## src/hw/rtl/fmrf_pkg.sv

```systemverilog
// Package for the flood mesh receive filter: request and response payload types,
// controller state and command/status structs, verdict and register codes.
// Depends on nothing; every other RTL file of the block but fmrf_ram uses it.
`default_nettype none

package fmrf_pkg;

   localparam int ID_WIDTH        = 32;
   localparam int TTL_WIDTH       = 8;
   localparam int FLAGS_WIDTH     = 4;
   localparam int VERDICT_WIDTH   = 2;
   localparam int CSR_INDEX_WIDTH = 8;
   localparam int CSR_DATA_WIDTH  = 32;
   localparam int KEY_WIDTH       = 2 * ID_WIDTH;

   // Verdict codes of a response.
   localparam logic [VERDICT_WIDTH-1:0] VERDICT_ACCEPTED  = 2'd0;
   localparam logic [VERDICT_WIDTH-1:0] VERDICT_MALFORMED = 2'd1;
   localparam logic [VERDICT_WIDTH-1:0] VERDICT_OWN       = 2'd2;
   localparam logic [VERDICT_WIDTH-1:0] VERDICT_DUPLICATE = 2'd3;

   // Bit positions inside the flags field.
   localparam int FLAG_ACK_REQUEST_BIT = 0;
   localparam int FLAG_ACK_BIT         = 1;

   // Register indexes of the configuration port.
   localparam logic [CSR_INDEX_WIDTH-1:0] CSR_OWN_ID       = 8'd0;
   localparam logic [CSR_INDEX_WIDTH-1:0] CSR_BROADCAST_ID = 8'd1;

   localparam logic [ID_WIDTH-1:0] RESET_OWN_ID       = 32'h0000_0000;
   localparam logic [ID_WIDTH-1:0] RESET_BROADCAST_ID = 32'hFFFF_FFFF;

   typedef struct packed {
      logic                   frame_ok;
      logic [ID_WIDTH-1:0]    origin_id;
      logic [ID_WIDTH-1:0]    dest_id;
      logic [ID_WIDTH-1:0]    seq_num;
      logic [TTL_WIDTH-1:0]   ttl;
      logic [FLAGS_WIDTH-1:0] flags;
   } req_type;

   typedef struct packed {
      logic [VERDICT_WIDTH-1:0] verdict;
      logic                     deliver;
      logic                     send_ack;
      logic [ID_WIDTH-1:0]      ack_dest;
      logic [ID_WIDTH-1:0]      ack_seq;
      logic                     forward;
      logic [TTL_WIDTH-1:0]     forward_ttl;
      logic                     is_ack;
   } rsp_type;

   typedef enum logic [2:0] {
      ST_IDLE,
      ST_CHECK,
      ST_SCAN,
      ST_INSERT,
      ST_RESULT
   } state_type;

   typedef struct packed {
      logic                     start;
      logic                     scan;
      logic                     insert;
      logic                     load_rsp;
      logic [VERDICT_WIDTH-1:0] verdict;
   } cmd_type;

   typedef struct packed {
      logic drop_bad;
      logic drop_own;
      logic hit;
      logic scan_done;
      logic rsp_free;
   } status_type;

endpackage

`default_nettype wire

```

## src/hw/rtl/flood_mesh_receive_filter_top.sv

```systemverilog
// Top level of the flood mesh receive filter: duplicate suppression and
// delivery/ACK/forward decisions for parsed packet headers.
// Depends on fmrf_pkg, fmrf_ctrl, fmrf_datapath and fmrf_ram.
//
// Usage:
// One request on req_* carries a parsed header (req_type). It is accepted at a
// rising edge where req_valid is high and req_stall is low. Exactly one
// response (rsp_type) comes back on rsp_*, taken where rsp_valid is high and
// rsp_stall is low. Registers own_id (index 0) and broadcast_id (index 1) are
// written through csr_*, which is always ready; other indexes are ignored.
// Write them only while no request is in flight.
// A request passes a check state, then scans the filled part of the ring
// cache, one RAM read per cycle, then goes through an insert state and loads
// the response register. A header dropped in the check skips the scan and the
// insert; a hit in the scan skips the insert. The cache RAM read port is
// registered.
// One request is worked on at a time; req_stall is high while it is.
// A finished response waits in its own register, so a new request is taken
// while the receiver stalls; if the next response is ready before the old one
// is taken, the block holds it and keeps req_stall high until rsp_stall drops.
// Reset (synchronous, active high) empties the cache through a fill count at
// once, restores the register defaults and drops rsp_valid; no clearing pass.
`default_nettype none

module flood_mesh_receive_filter_top #(
   parameter int CACHE_DEPTH = 64
) (
   input  logic                                  clock,
   input  logic                                  reset,
   input  logic                                  req_valid,
   output logic                                  req_stall,
   input  fmrf_pkg::req_type                     req_data,
   output logic                                  rsp_valid,
   input  logic                                  rsp_stall,
   output fmrf_pkg::rsp_type                     rsp_data,
   input  logic                                  csr_valid,
   output logic                                  csr_ready,
   input  logic [fmrf_pkg::CSR_INDEX_WIDTH-1:0]  csr_index,
   input  logic [fmrf_pkg::CSR_DATA_WIDTH-1:0]   csr_wdata
);

   fmrf_pkg::cmd_type    cmd;
   fmrf_pkg::status_type status;
   logic                 idle;
   logic                 req_accept;

   // Register writes are taken as they come, so the port never pushes back.
   assign csr_ready  = 1'b1;
   assign req_stall  = !idle;
   assign req_accept = req_valid && !req_stall;

   fmrf_ctrl u_ctrl (
      .clock     (clock),
      .reset     (reset),
      .req_valid (req_valid),
      .status    (status),
      .cmd       (cmd),
      .idle      (idle)
   );

   fmrf_datapath #(
      .CACHE_DEPTH (CACHE_DEPTH)
   ) u_datapath (
      .clock     (clock),
      .reset     (reset),
      .req_data  (req_data),
      .csr_we    (csr_valid && csr_ready),
      .csr_index (csr_index),
      .csr_wdata (csr_wdata),
      .rsp_stall (rsp_stall),
      .rsp_valid (rsp_valid),
      .rsp_data  (rsp_data),
      .cmd       (cmd),
      .status    (status)
   );

`ifndef SYNTHESIS
   // Once a request is taken, the block is busy in the following cycle.
   a_busy_after_accept: assert property (@(posedge clock) disable iff (reset)
      req_accept |=> req_stall)
      else $error("request accepted but block not busy next cycle");

   // A rejected header reports nothing but its verdict.
   a_reject_clean: assert property (@(posedge clock) disable iff (reset)
      (rsp_valid && (rsp_data.verdict != fmrf_pkg::VERDICT_ACCEPTED)) |->
      (!rsp_data.deliver && !rsp_data.send_ack && !rsp_data.forward && !rsp_data.is_ack))
      else $error("rejected response carries decision bits");

   // An ACK goes only for a unicast delivered to us, which is never forwarded.
   a_ack_not_forwarded: assert property (@(posedge clock) disable iff (reset)
      (rsp_valid && rsp_data.send_ack) |-> (rsp_data.deliver && !rsp_data.forward))
      else $error("ACK response without delivery or with forward");

   // A forwarded copy always has hops left.
   a_forward_ttl: assert property (@(posedge clock) disable iff (reset)
      (rsp_valid && rsp_data.forward) |-> (rsp_data.forward_ttl != '0))
      else $error("forward with zero hop count");
`endif

endmodule

`default_nettype wire

```

## src/hw/rtl/fmrf_ram.sv

```systemverilog
// Generic single-write, single-read RAM with a registered read port.
// Depends on nothing.
`default_nettype none

module fmrf_ram #(
   parameter int WIDTH = 64,
   parameter int DEPTH = 64
) (
   input  logic                     clock,
   input  logic                     wr_en,
   input  logic [$clog2(DEPTH)-1:0] wr_addr,
   input  logic [WIDTH-1:0]         wr_data,
   input  logic                     rd_en,
   input  logic [$clog2(DEPTH)-1:0] rd_addr,
   output logic [WIDTH-1:0]         rd_data
);

   logic [WIDTH-1:0] mem_ff [DEPTH];
   logic [WIDTH-1:0] rd_data_ff;

   always_ff @(posedge clock) begin
      if (wr_en) begin
         mem_ff[wr_addr] <= wr_data;
      end
      if (rd_en) begin
         rd_data_ff <= mem_ff[rd_addr];
      end
   end

   assign rd_data = rd_data_ff;

endmodule

`default_nettype wire

```

## src/hw/rtl/fmrf_ctrl.sv

```systemverilog
// Controller state machine of the flood mesh receive filter.
// Depends on fmrf_pkg; drives the datapath through cmd_type and reads status_type.
`default_nettype none

module fmrf_ctrl (
   input  logic                  clock,
   input  logic                  reset,
   input  logic                  req_valid,
   input  fmrf_pkg::status_type  status,
   output fmrf_pkg::cmd_type     cmd,
   output logic                  idle
);

   fmrf_pkg::state_type                          state_ff, state_in;
   logic [fmrf_pkg::VERDICT_WIDTH-1:0]           verdict_ff, verdict_in;

   always_ff @(posedge clock) begin
      if (reset) begin
         state_ff   <= fmrf_pkg::ST_IDLE;
         verdict_ff <= fmrf_pkg::VERDICT_ACCEPTED;
      end else begin
         state_ff   <= state_in;
         verdict_ff <= verdict_in;
      end
   end

   always_comb begin
      state_in    = state_ff;
      verdict_in  = verdict_ff;
      cmd         = '0;
      cmd.verdict = verdict_ff;
      idle        = 1'b0;
      case (state_ff)
         fmrf_pkg::ST_IDLE: begin
            idle = 1'b1;
            if (req_valid) begin
               cmd.start = 1'b1;
               state_in  = fmrf_pkg::ST_CHECK;
            end
         end
         fmrf_pkg::ST_CHECK: begin
            // Malformed frames win over own packets, which win over the cache.
            if (status.drop_bad) begin
               verdict_in = fmrf_pkg::VERDICT_MALFORMED;
               state_in   = fmrf_pkg::ST_RESULT;
            end else if (status.drop_own) begin
               verdict_in = fmrf_pkg::VERDICT_OWN;
               state_in   = fmrf_pkg::ST_RESULT;
            end else begin
               state_in = fmrf_pkg::ST_SCAN;
            end
         end
         fmrf_pkg::ST_SCAN: begin
            cmd.scan = 1'b1;
            if (status.hit) begin
               verdict_in = fmrf_pkg::VERDICT_DUPLICATE;
               state_in   = fmrf_pkg::ST_RESULT;
            end else if (status.scan_done) begin
               state_in = fmrf_pkg::ST_INSERT;
            end
         end
         fmrf_pkg::ST_INSERT: begin
            cmd.insert = 1'b1;
            verdict_in = fmrf_pkg::VERDICT_ACCEPTED;
            state_in   = fmrf_pkg::ST_RESULT;
         end
         fmrf_pkg::ST_RESULT: begin
            if (status.rsp_free) begin
               cmd.load_rsp = 1'b1;
               state_in     = fmrf_pkg::ST_IDLE;
            end
         end
         default: begin
            state_in = fmrf_pkg::ST_IDLE;
         end
      endcase
   end

endmodule

`default_nettype wire

```

## src/hw/rtl/fmrf_datapath.sv

```systemverilog
// Datapath of the flood mesh receive filter: request and configuration registers,
// the ring cache with its scan counter, and the response register.
// Depends on fmrf_pkg and fmrf_ram.
`default_nettype none

module fmrf_datapath #(
   parameter int CACHE_DEPTH = 64
) (
   input  logic                                    clock,
   input  logic                                    reset,
   input  fmrf_pkg::req_type                       req_data,
   input  logic                                    csr_we,
   input  logic [fmrf_pkg::CSR_INDEX_WIDTH-1:0]    csr_index,
   input  logic [fmrf_pkg::CSR_DATA_WIDTH-1:0]     csr_wdata,
   input  logic                                    rsp_stall,
   output logic                                    rsp_valid,
   output fmrf_pkg::rsp_type                       rsp_data,
   input  fmrf_pkg::cmd_type                       cmd,
   output fmrf_pkg::status_type                    status
);

   localparam int ADDR_W = $clog2(CACHE_DEPTH);
   localparam int CNT_W  = $clog2(CACHE_DEPTH + 1);
   localparam logic [CNT_W-1:0]  FILL_FULL = CNT_W'(CACHE_DEPTH);
   localparam logic [ADDR_W-1:0] HEAD_LAST = ADDR_W'(CACHE_DEPTH - 1);

   fmrf_pkg::req_type                     req_ff;
   logic [fmrf_pkg::ID_WIDTH-1:0]         own_id_ff, broadcast_id_ff;
   logic [CNT_W-1:0]                      idx_ff, idx_in;
   logic [CNT_W-1:0]                      fill_ff, fill_in;
   logic [ADDR_W-1:0]                     head_ff, head_in;
   logic                                  pending_ff, pending_in;
   logic                                  rsp_valid_ff, rsp_valid_in;
   fmrf_pkg::rsp_type                     rsp_ff, rsp_in;

   logic                                  more;
   logic                                  issue;
   logic [fmrf_pkg::KEY_WIDTH-1:0]        key;
   logic [fmrf_pkg::KEY_WIDTH-1:0]        rd_data;
   logic                                  bcast, for_us, ack, fwd;

   assign key   = {req_ff.origin_id, req_ff.seq_num};
   // Entries below the fill count have all been written, so only they are read.
   assign more  = (idx_ff < fill_ff);
   assign issue = cmd.scan && more;

   fmrf_ram #(
      .WIDTH (fmrf_pkg::KEY_WIDTH),
      .DEPTH (CACHE_DEPTH)
   ) u_cache (
      .clock   (clock),
      .wr_en   (cmd.insert),
      .wr_addr (head_ff),
      .wr_data (key),
      .rd_en   (issue),
      .rd_addr (idx_ff[ADDR_W-1:0]),
      .rd_data (rd_data)
   );

   always_comb begin
      status.drop_bad  = !req_ff.frame_ok;
      status.drop_own  = (req_ff.origin_id == own_id_ff);
      status.hit       = pending_ff && (rd_data == key);
      status.scan_done = !more && !pending_ff;
      status.rsp_free  = !rsp_valid_ff || !rsp_stall;
   end

   always_comb begin
      idx_in     = idx_ff;
      pending_in = issue;
      if (cmd.start) begin
         idx_in     = '0;
         pending_in = 1'b0;
      end else if (issue) begin
         idx_in = idx_ff + CNT_W'(1);
      end

      head_in = head_ff;
      fill_in = fill_ff;
      if (cmd.insert) begin
         head_in = (head_ff == HEAD_LAST) ? '0 : head_ff + ADDR_W'(1);
         fill_in = (fill_ff == FILL_FULL) ? fill_ff : fill_ff + CNT_W'(1);
      end
   end

   always_comb begin
      bcast  = (req_ff.dest_id == broadcast_id_ff);
      for_us = (req_ff.dest_id == own_id_ff) || bcast;
      ack    = for_us && !bcast && req_ff.flags[fmrf_pkg::FLAG_ACK_REQUEST_BIT];
      fwd    = (req_ff.ttl > fmrf_pkg::TTL_WIDTH'(1)) && (bcast || !for_us);

      rsp_in         = '0;
      rsp_in.verdict = cmd.verdict;
      if (cmd.verdict == fmrf_pkg::VERDICT_ACCEPTED) begin
         rsp_in.deliver     = for_us;
         rsp_in.send_ack    = ack;
         rsp_in.ack_dest    = ack ? req_ff.origin_id : '0;
         rsp_in.ack_seq     = ack ? req_ff.seq_num : '0;
         rsp_in.forward     = fwd;
         rsp_in.forward_ttl = fwd ? (req_ff.ttl - fmrf_pkg::TTL_WIDTH'(1)) : '0;
         rsp_in.is_ack      = req_ff.flags[fmrf_pkg::FLAG_ACK_BIT];
      end

      if (cmd.load_rsp) begin
         rsp_valid_in = 1'b1;
      end else if (!rsp_stall) begin
         rsp_valid_in = 1'b0;
      end else begin
         rsp_valid_in = rsp_valid_ff;
      end
   end

   always_ff @(posedge clock) begin
      if (reset) begin
         own_id_ff       <= fmrf_pkg::RESET_OWN_ID;
         broadcast_id_ff <= fmrf_pkg::RESET_BROADCAST_ID;
         idx_ff          <= '0;
         fill_ff         <= '0;
         head_ff         <= '0;
         pending_ff      <= 1'b0;
         rsp_valid_ff    <= 1'b0;
      end else begin
         if (csr_we && (csr_index == fmrf_pkg::CSR_OWN_ID)) begin
            own_id_ff <= csr_wdata;
         end
         if (csr_we && (csr_index == fmrf_pkg::CSR_BROADCAST_ID)) begin
            broadcast_id_ff <= csr_wdata;
         end
         idx_ff       <= idx_in;
         fill_ff      <= fill_in;
         head_ff      <= head_in;
         pending_ff   <= pending_in;
         rsp_valid_ff <= rsp_valid_in;
      end
   end

   always_ff @(posedge clock) begin
      if (cmd.start) begin
         req_ff <= req_data;
      end
      if (cmd.load_rsp) begin
         rsp_ff <= rsp_in;
      end
   end

   assign rsp_valid = rsp_valid_ff;
   assign rsp_data  = rsp_ff;

endmodule

`default_nettype wire
```

## config.mk

```make
export PLATFORM = sky130hd
export DESIGN_NAME = flood_mesh_receive_filter_top
export DESIGN_NICKNAME = d
export VERILOG_FILES = /design/src/hw/rtl/fmrf_pkg.sv /design/src/hw/rtl/flood_mesh_receive_filter_top.sv /design/src/hw/rtl/fmrf_ram.sv /design/src/hw/rtl/fmrf_ctrl.sv /design/src/hw/rtl/fmrf_datapath.sv
export SDC_FILE = /design/constraint.sdc
export NUM_CORES = 2
export LEC_CHECK = 0
export BUFFER_PORTS_ARGS = -buffer_cell sky130_fd_sc_hd__buf_2
export CAP_MARGIN = 5
export CORE_MARGIN = 2
export CORE_UTILIZATION = 36
export CTS_CLUSTER_DIAMETER = 50
export DETAILED_ROUTE_END_ITERATION = 12
export PLACE_DENSITY_LB_ADDON = 0.3
export SLEW_MARGIN = 0
export SYNTH_ARGS = -nofsm -noshare
export SYNTH_HDL_FRONTEND = slang
export SYNTH_HIERARCHICAL = 1
export SYNTH_SLANG_ARGS = --single-unit
```

## constraint.sdc

```tcl
create_clock -name clock -period 17 [get_ports clock]
set_input_delay 3.4 -clock clock [delete_from_list [all_inputs] [get_ports clock]]
set_output_delay 3.4 -clock clock [all_outputs]
set_load 0.005 [all_outputs]
```

==> metrics.txt <==
# TYPE chip_impl_metric gauge
chip_impl_metric{name="total_leakage_power",unit="µW"} 0.0579
chip_impl_metric{name="drc",unit=""} 0
chip_impl_metric{name="fin_crit_sh",unit=""} 0.323
chip_impl_metric{name="die_width",unit="µm"} 689
chip_impl_metric{name="final_hold_viol_count",unit=""} 0
chip_impl_metric{name="number_of_global_route_vias_before_repair",unit=""} 84900
chip_impl_metric{name="drt-initial-drc-count",unit=""} 10868
chip_impl_metric{name="worst-slew-pin-transition",unit="ns"} 1.38
chip_impl_metric{name="comb_power_share",unit=""} 0.019
chip_impl_metric{name="grt.total_usage",unit=""} 0.202
chip_impl_metric{name="dpl-instance-area",unit="µm²"} 179000
chip_impl_metric{name="achievable-frequency",unit="MHz"} 182
chip_impl_metric{name="power-per-cell-area",unit="nW/µm²"} 115
chip_impl_metric{name="synth_area_per_cell",unit="µm²"} 22.2
chip_impl_info{name="flip_flop_cell_with_the_highest_count_after_synthesis",value="sky130_fd_sc_hd__edfxtp_1"} 1
chip_impl_metric{name="design.final.nets",unit=""} 8346
chip_impl_metric{name="antenna_found_initial",unit=""} 46
chip_impl_metric{name="cts_inserted_buffers",unit=""} 444
chip_impl_info{name="synth_top_family_by_area",value="multiplexers"} 1
chip_impl_metric{name="netlist-cell-type-count",unit=""} 65
chip_impl_info{name="hold_path_class",value="flop to flop"} 1
chip_impl_info{name="min_from",value="u_datapath/broadcast_id_ff[11]"} 1
chip_impl_metric{name="clk_transition_reported_paths",unit="ns"} 0.06
chip_impl_metric{name="synth-async-reset-ratio",unit=""} 0
chip_impl_info{name="worst_r2r_endpoint",value="u_datapath/u_cache/rd_data[17]"} 1
chip_impl_metric{name="grt_start_max_net_pins",unit=""} 107
chip_impl_metric{name="routabilityCongestion",unit=""} 0.819
chip_impl_metric{name="final_layout_size_suffix_gt1_frac",unit=""} 0.278
chip_impl_info{name="end_kind",value="flop"} 1
chip_impl_info{name="status",value="finished clean"} 1
chip_impl_metric{name="syn_nets",unit=""} 7769
chip_impl_metric{name="number_of_primary_i_o_pins",unit=""} 235
chip_impl_info{name="cts_root_buf",value="sky130_fd_sc_hd__clkbuf_16"} 1
chip_impl_metric{name="layout.core_utilization",unit=""} 0.414
chip_impl_metric{name="postSynthCellCount",unit=""} 7603
chip_impl_metric{name="cts-resized-gates",unit=""} 0
chip_impl_info{name="reg2reg_from",value="u_datapath/idx_ff[0]"} 1
chip_impl_metric{name="yosys_register_bits",unit=""} 4436
chip_impl_metric{name="vias_per_cell",unit=""} 5.71
chip_impl_metric{name="synth-compound-area-share",unit=""} 0.0264
chip_impl_metric{name="grt_pass1_wl",unit="mm"} 673
chip_impl_metric{name="number_of_maximum_capacitance_violations",unit=""} 0
chip_impl_metric{name="power_switching",unit="µW"} 4620
chip_impl_metric{name="proportion_of_power_drawn_by_the_clock_network",unit=""} 0.435
chip_impl_metric{name="die-area",unit="µm²"} 475000
chip_impl_metric{name="ant_nets",unit=""} 0
chip_impl_metric{name="finalClockSkew",unit="ns"} 0.0901
chip_impl_metric{name="grt.overflow.total",unit=""} 0
chip_impl_metric{name="synth_edf_count",unit=""} 4345
chip_impl_metric{name="setup-tns-final",unit="ns"} 0
chip_impl_metric{name="post-layout-total-power",unit="µW"} 22200
chip_impl_info{name="worst_setup_path_start_kind",value="flop"} 1
chip_impl_metric{name="worst_ep_required_time",unit="ns"} 17.67
chip_impl_metric{name="crit_path_max_fo",unit=""} 85
chip_impl_info{name="timing_worst_setup_path_type",value="flop to flop"} 1
chip_impl_metric{name="min_period",unit="ns"} 5.50
chip_impl_info{name="cts_tree",value="built"} 1
chip_impl_metric{name="worst-r2r-cell-count",unit=""} 9
chip_impl_metric{name="sw_frac_of_total",unit=""} 0.208
chip_impl_metric{name="final_max_slew_viol_count",unit=""} 0
chip_impl_metric{name="port_buffers",unit=""} 231
chip_impl_metric{name="seqPwrFrac",unit=""} 0.546
chip_impl_metric{name="min_path_cells",unit=""} 2
chip_impl_metric{name="arrival",unit="ns"} 6.17
chip_impl_metric{name="syn_to_final_growth",unit="%"} 14.5
chip_impl_metric{name="coreArea",unit="µm²"} 468000
chip_impl_metric{name="row_count",unit=""} 251
chip_impl_info{name="rsz0062_at_grt",value="false"} 1
chip_impl_metric{name="post-route-cell-area",unit="µm²"} 194000
chip_impl_metric{name="initial_core_utilization",unit=""} 0.362
chip_impl_metric{name="clkLatencyLatePin",unit="ns"} 1.02
chip_impl_metric{name="post_cts.repair.setup_buffers",unit=""} 0
chip_impl_metric{name="synthSimpleGateAreaFrac",unit=""} 0.0244
chip_impl_metric{name="place.detailed.hpwl",unit="mm"} 271
chip_impl_metric{name="post_synth_fa_ha_maj_area_fraction",unit=""} 0.000888
chip_impl_metric{name="post_drt_wl_per_cell",unit="µm"} 33.1
chip_impl_metric{name="clock_path_buffers",unit=""} 4
chip_impl_metric{name="finalWirelength",unit="mm"} 489
chip_impl_metric{name="timing.reg2reg.setup_slack",unit="ns"} 11.50
chip_impl_metric{name="synth.area.mux_share",unit=""} 0.145
chip_impl_metric{name="drt-pass1-iter-count",unit=""} 6
chip_impl_metric{name="routed-via-count",unit=""} 84431
chip_impl_metric{name="internal_power",unit="µW"} 17600
chip_impl_metric{name="cts.htree.levels",unit=""} 5
chip_impl_metric{name="yosys.area_share.xor_xnor",unit=""} 0.00808
chip_impl_metric{name="clock-sinks",unit=""} 4436
chip_impl_metric{name="setup_viol",unit=""} 0
chip_impl_metric{name="maxSlewHeadroom",unit=""} 0.0772
chip_impl_metric{name="max-vdd-ir-drop",unit="µV"} 86.9
chip_impl_info{name="min_to",value="u_datapath/broadcast_id_ff[11]"} 1
chip_impl_metric{name="syn_area",unit="µm²"} 169000
chip_impl_metric{name="yosys_warnings",unit=""} 6
chip_impl_metric{name="ys_seq_area_frac",unit=""} 0.782
chip_impl_metric{name="cts-hold-fix-buffers",unit=""} 0
chip_impl_metric{name="chipHeight",unit="µm"} 689
[stage by stage]
stage	hold slack (ns)	instances	setup WS [ns]
global placement	0.478	13931	11.29
finish	0.483	14777	11.50
detailed placement	0.475	13931	11.22
global route	0.495	14760	11.02
CTS	0.482	14757	11.34
floorplan	0.430	7603	10.08
[layout make-up]
type,instances,area [µm²]
diodes,19,47.5
repair buffers,549,3670
inverters,57,214
multi-input cells,2692,35200
fillers,40289,274000
flip-flops and latches,4436,132000
clock inverters,297,2890
well taps,6198,7750
clock buffers,529,11500
[critical path, stage by stage, from the launching register on]
cell,delay [ns]
sky130_fd_sc_hd__dfxtp_4,0.84
sky130_fd_sc_hd__buf_12,0.51
sky130_fd_sc_hd__buf_12,0.56
sky130_fd_sc_hd__buf_4,0.73
sky130_fd_sc_hd__buf_4,0.66
sky130_fd_sc_hd__mux4_2,0.58
sky130_fd_sc_hd__mux2i_1,0.18
sky130_fd_sc_hd__o22ai_1,0.18
sky130_fd_sc_hd__a31oi_1,0.40
sky130_fd_sc_hd__a211oi_1,0.09
[logic make-up after synthesis]
logic type	Yosys count
flops	4436
mux	1165
simple gates	761
compound gates	597
buf+inv	475
xor+xnor	156
fa+ha+maj	12
other cells	1
[cells in the final DEF, fill, tap and decap left out, types with 51 or more instances in the layout]
cell and count:
sky130_fd_sc_hd__nor2_4 65, sky130_fd_sc_hd__a22oi_1 168, sky130_fd_sc_hd__clkbuf_16 447, sky130_fd_sc_hd__nand2_1 201, sky130_fd_sc_hd__nor2_1 83, sky130_fd_sc_hd__clkinv_2 96
sky130_fd_sc_hd__dfxtp_1 87, sky130_fd_sc_hd__inv_1 57, sky130_fd_sc_hd__buf_4 307, sky130_fd_sc_hd__mux4_2 1024, sky130_fd_sc_hd__clkinv_1 89, sky130_fd_sc_hd__xnor2_1 87
sky130_fd_sc_hd__mux2i_1 139, sky130_fd_sc_hd__clkbuf_1 81, sky130_fd_sc_hd__nand3_1 51, sky130_fd_sc_hd__xor2_1 69, sky130_fd_sc_hd__a22o_1 91, sky130_fd_sc_hd__and3_1 65
sky130_fd_sc_hd__buf_2 231, sky130_fd_sc_hd__edfxtp_1 4345, sky130_fd_sc_hd__a211oi_1 67, sky130_fd_sc_hd__o22ai_1 91
[worst max-delay path by stage]
| stage | start | endpoint | slack, ns | cells past startpoint |
|---|---|---|---|---|
| finish | u_datapath/idx_ff[0] | u_datapath/u_cache/rd_data[17] | 11.50 | 9 |
| global route | u_datapath/idx_ff[0] | u_datapath/u_cache/rd_data[17] | 11.02 | 9 |
| CTS | u_datapath/idx_ff[0] | u_datapath/u_cache/rd_data[17] | 11.34 | 9 |
| detailed placement | req_valid | u_datapath/key[10] | 11.22 | 4 |
| global placement | req_valid | u_datapath/key[10] | 11.29 | 4 |
| floorplan | req_valid | u_datapath/idx_ff[6] | 10.08 | 5 |
[power by group through the flow]
stage                     clock, µW  sequential, µW  combinational, µW
after floorplan                   0           12500               67.3
after global placement            0           12400                408
after detailed placement          0           12400                434
after CTS                      9820           12100                435
after global routing          10200           12100                463
final                          9660           12100                430
[flip-flops by register name (all words and copies together) (netlist names), 6 cells and up]
name and count:
u_datapath/broadcast_id_ff 32, u_datapath/fill_ff 7, u_datapath/head_ff 6, u_datapath/idx_ff 7, u_datapath/key 64, u_datapath/own_id_ff 32, u_datapath/req_ff 43, u_datapath/rsp_data 78
u_datapath/u_cache/mem_ff 4096, u_datapath/u_cache/rd_data 64
[synth_stat cells (37+ instances only)]
| cell type | number | area share |
|---|---|---|
| sky130_fd_sc_hd__o22ai_1 | 91 | 0.0034 |
| sky130_fd_sc_hd__nand2_1 | 205 | 0.0046 |
| sky130_fd_sc_hd__a22o_1 | 91 | 0.0047 |
| sky130_fd_sc_hd__nand3_1 | 51 | 0.0015 |
| sky130_fd_sc_hd__and3_1 | 66 | 0.0024 |
| sky130_fd_sc_hd__mux2i_1 | 139 | 0.0082 |
| sky130_fd_sc_hd__nor2_1 | 149 | 0.0033 |
| sky130_fd_sc_hd__dfxtp_1 | 91 | 0.011 |
| sky130_fd_sc_hd__inv_1 | 57 | 0.0013 |
| sky130_fd_sc_hd__buf_2 | 174 | 0.0052 |
| sky130_fd_sc_hd__buf_4 | 38 | 0.0017 |
| sky130_fd_sc_hd__a22oi_1 | 168 | 0.0075 |
| sky130_fd_sc_hd__clkbuf_1 | 177 | 0.0039 |
| sky130_fd_sc_hd__mux4_2 | 1024 | 0.14 |
| sky130_fd_sc_hd__edfxtp_1 | 4345 | 0.77 |
| sky130_fd_sc_hd__o221ai_1 | 39 | 0.0020 |
| sky130_fd_sc_hd__xor2_1 | 69 | 0.0036 |
| sky130_fd_sc_hd__xnor2_1 | 87 | 0.0045 |
| sky130_fd_sc_hd__a211oi_1 | 67 | 0.0030 |
| sky130_fd_sc_hd__a21oi_1 | 51 | 0.0015 |
| sky130_fd_sc_hd__nor4_1 | 37 | 0.0014 |
[routing by layer]
layer	vias up	GRT usage	wire length, µm
li1	33357	-	-
met1	46108	0.270	190000
met2	4213	0.332	236000
met3	735	0.0445	46900
met4	18	0.0596	15000
met5	-	0	109
(Power assumes the default switching activity.)
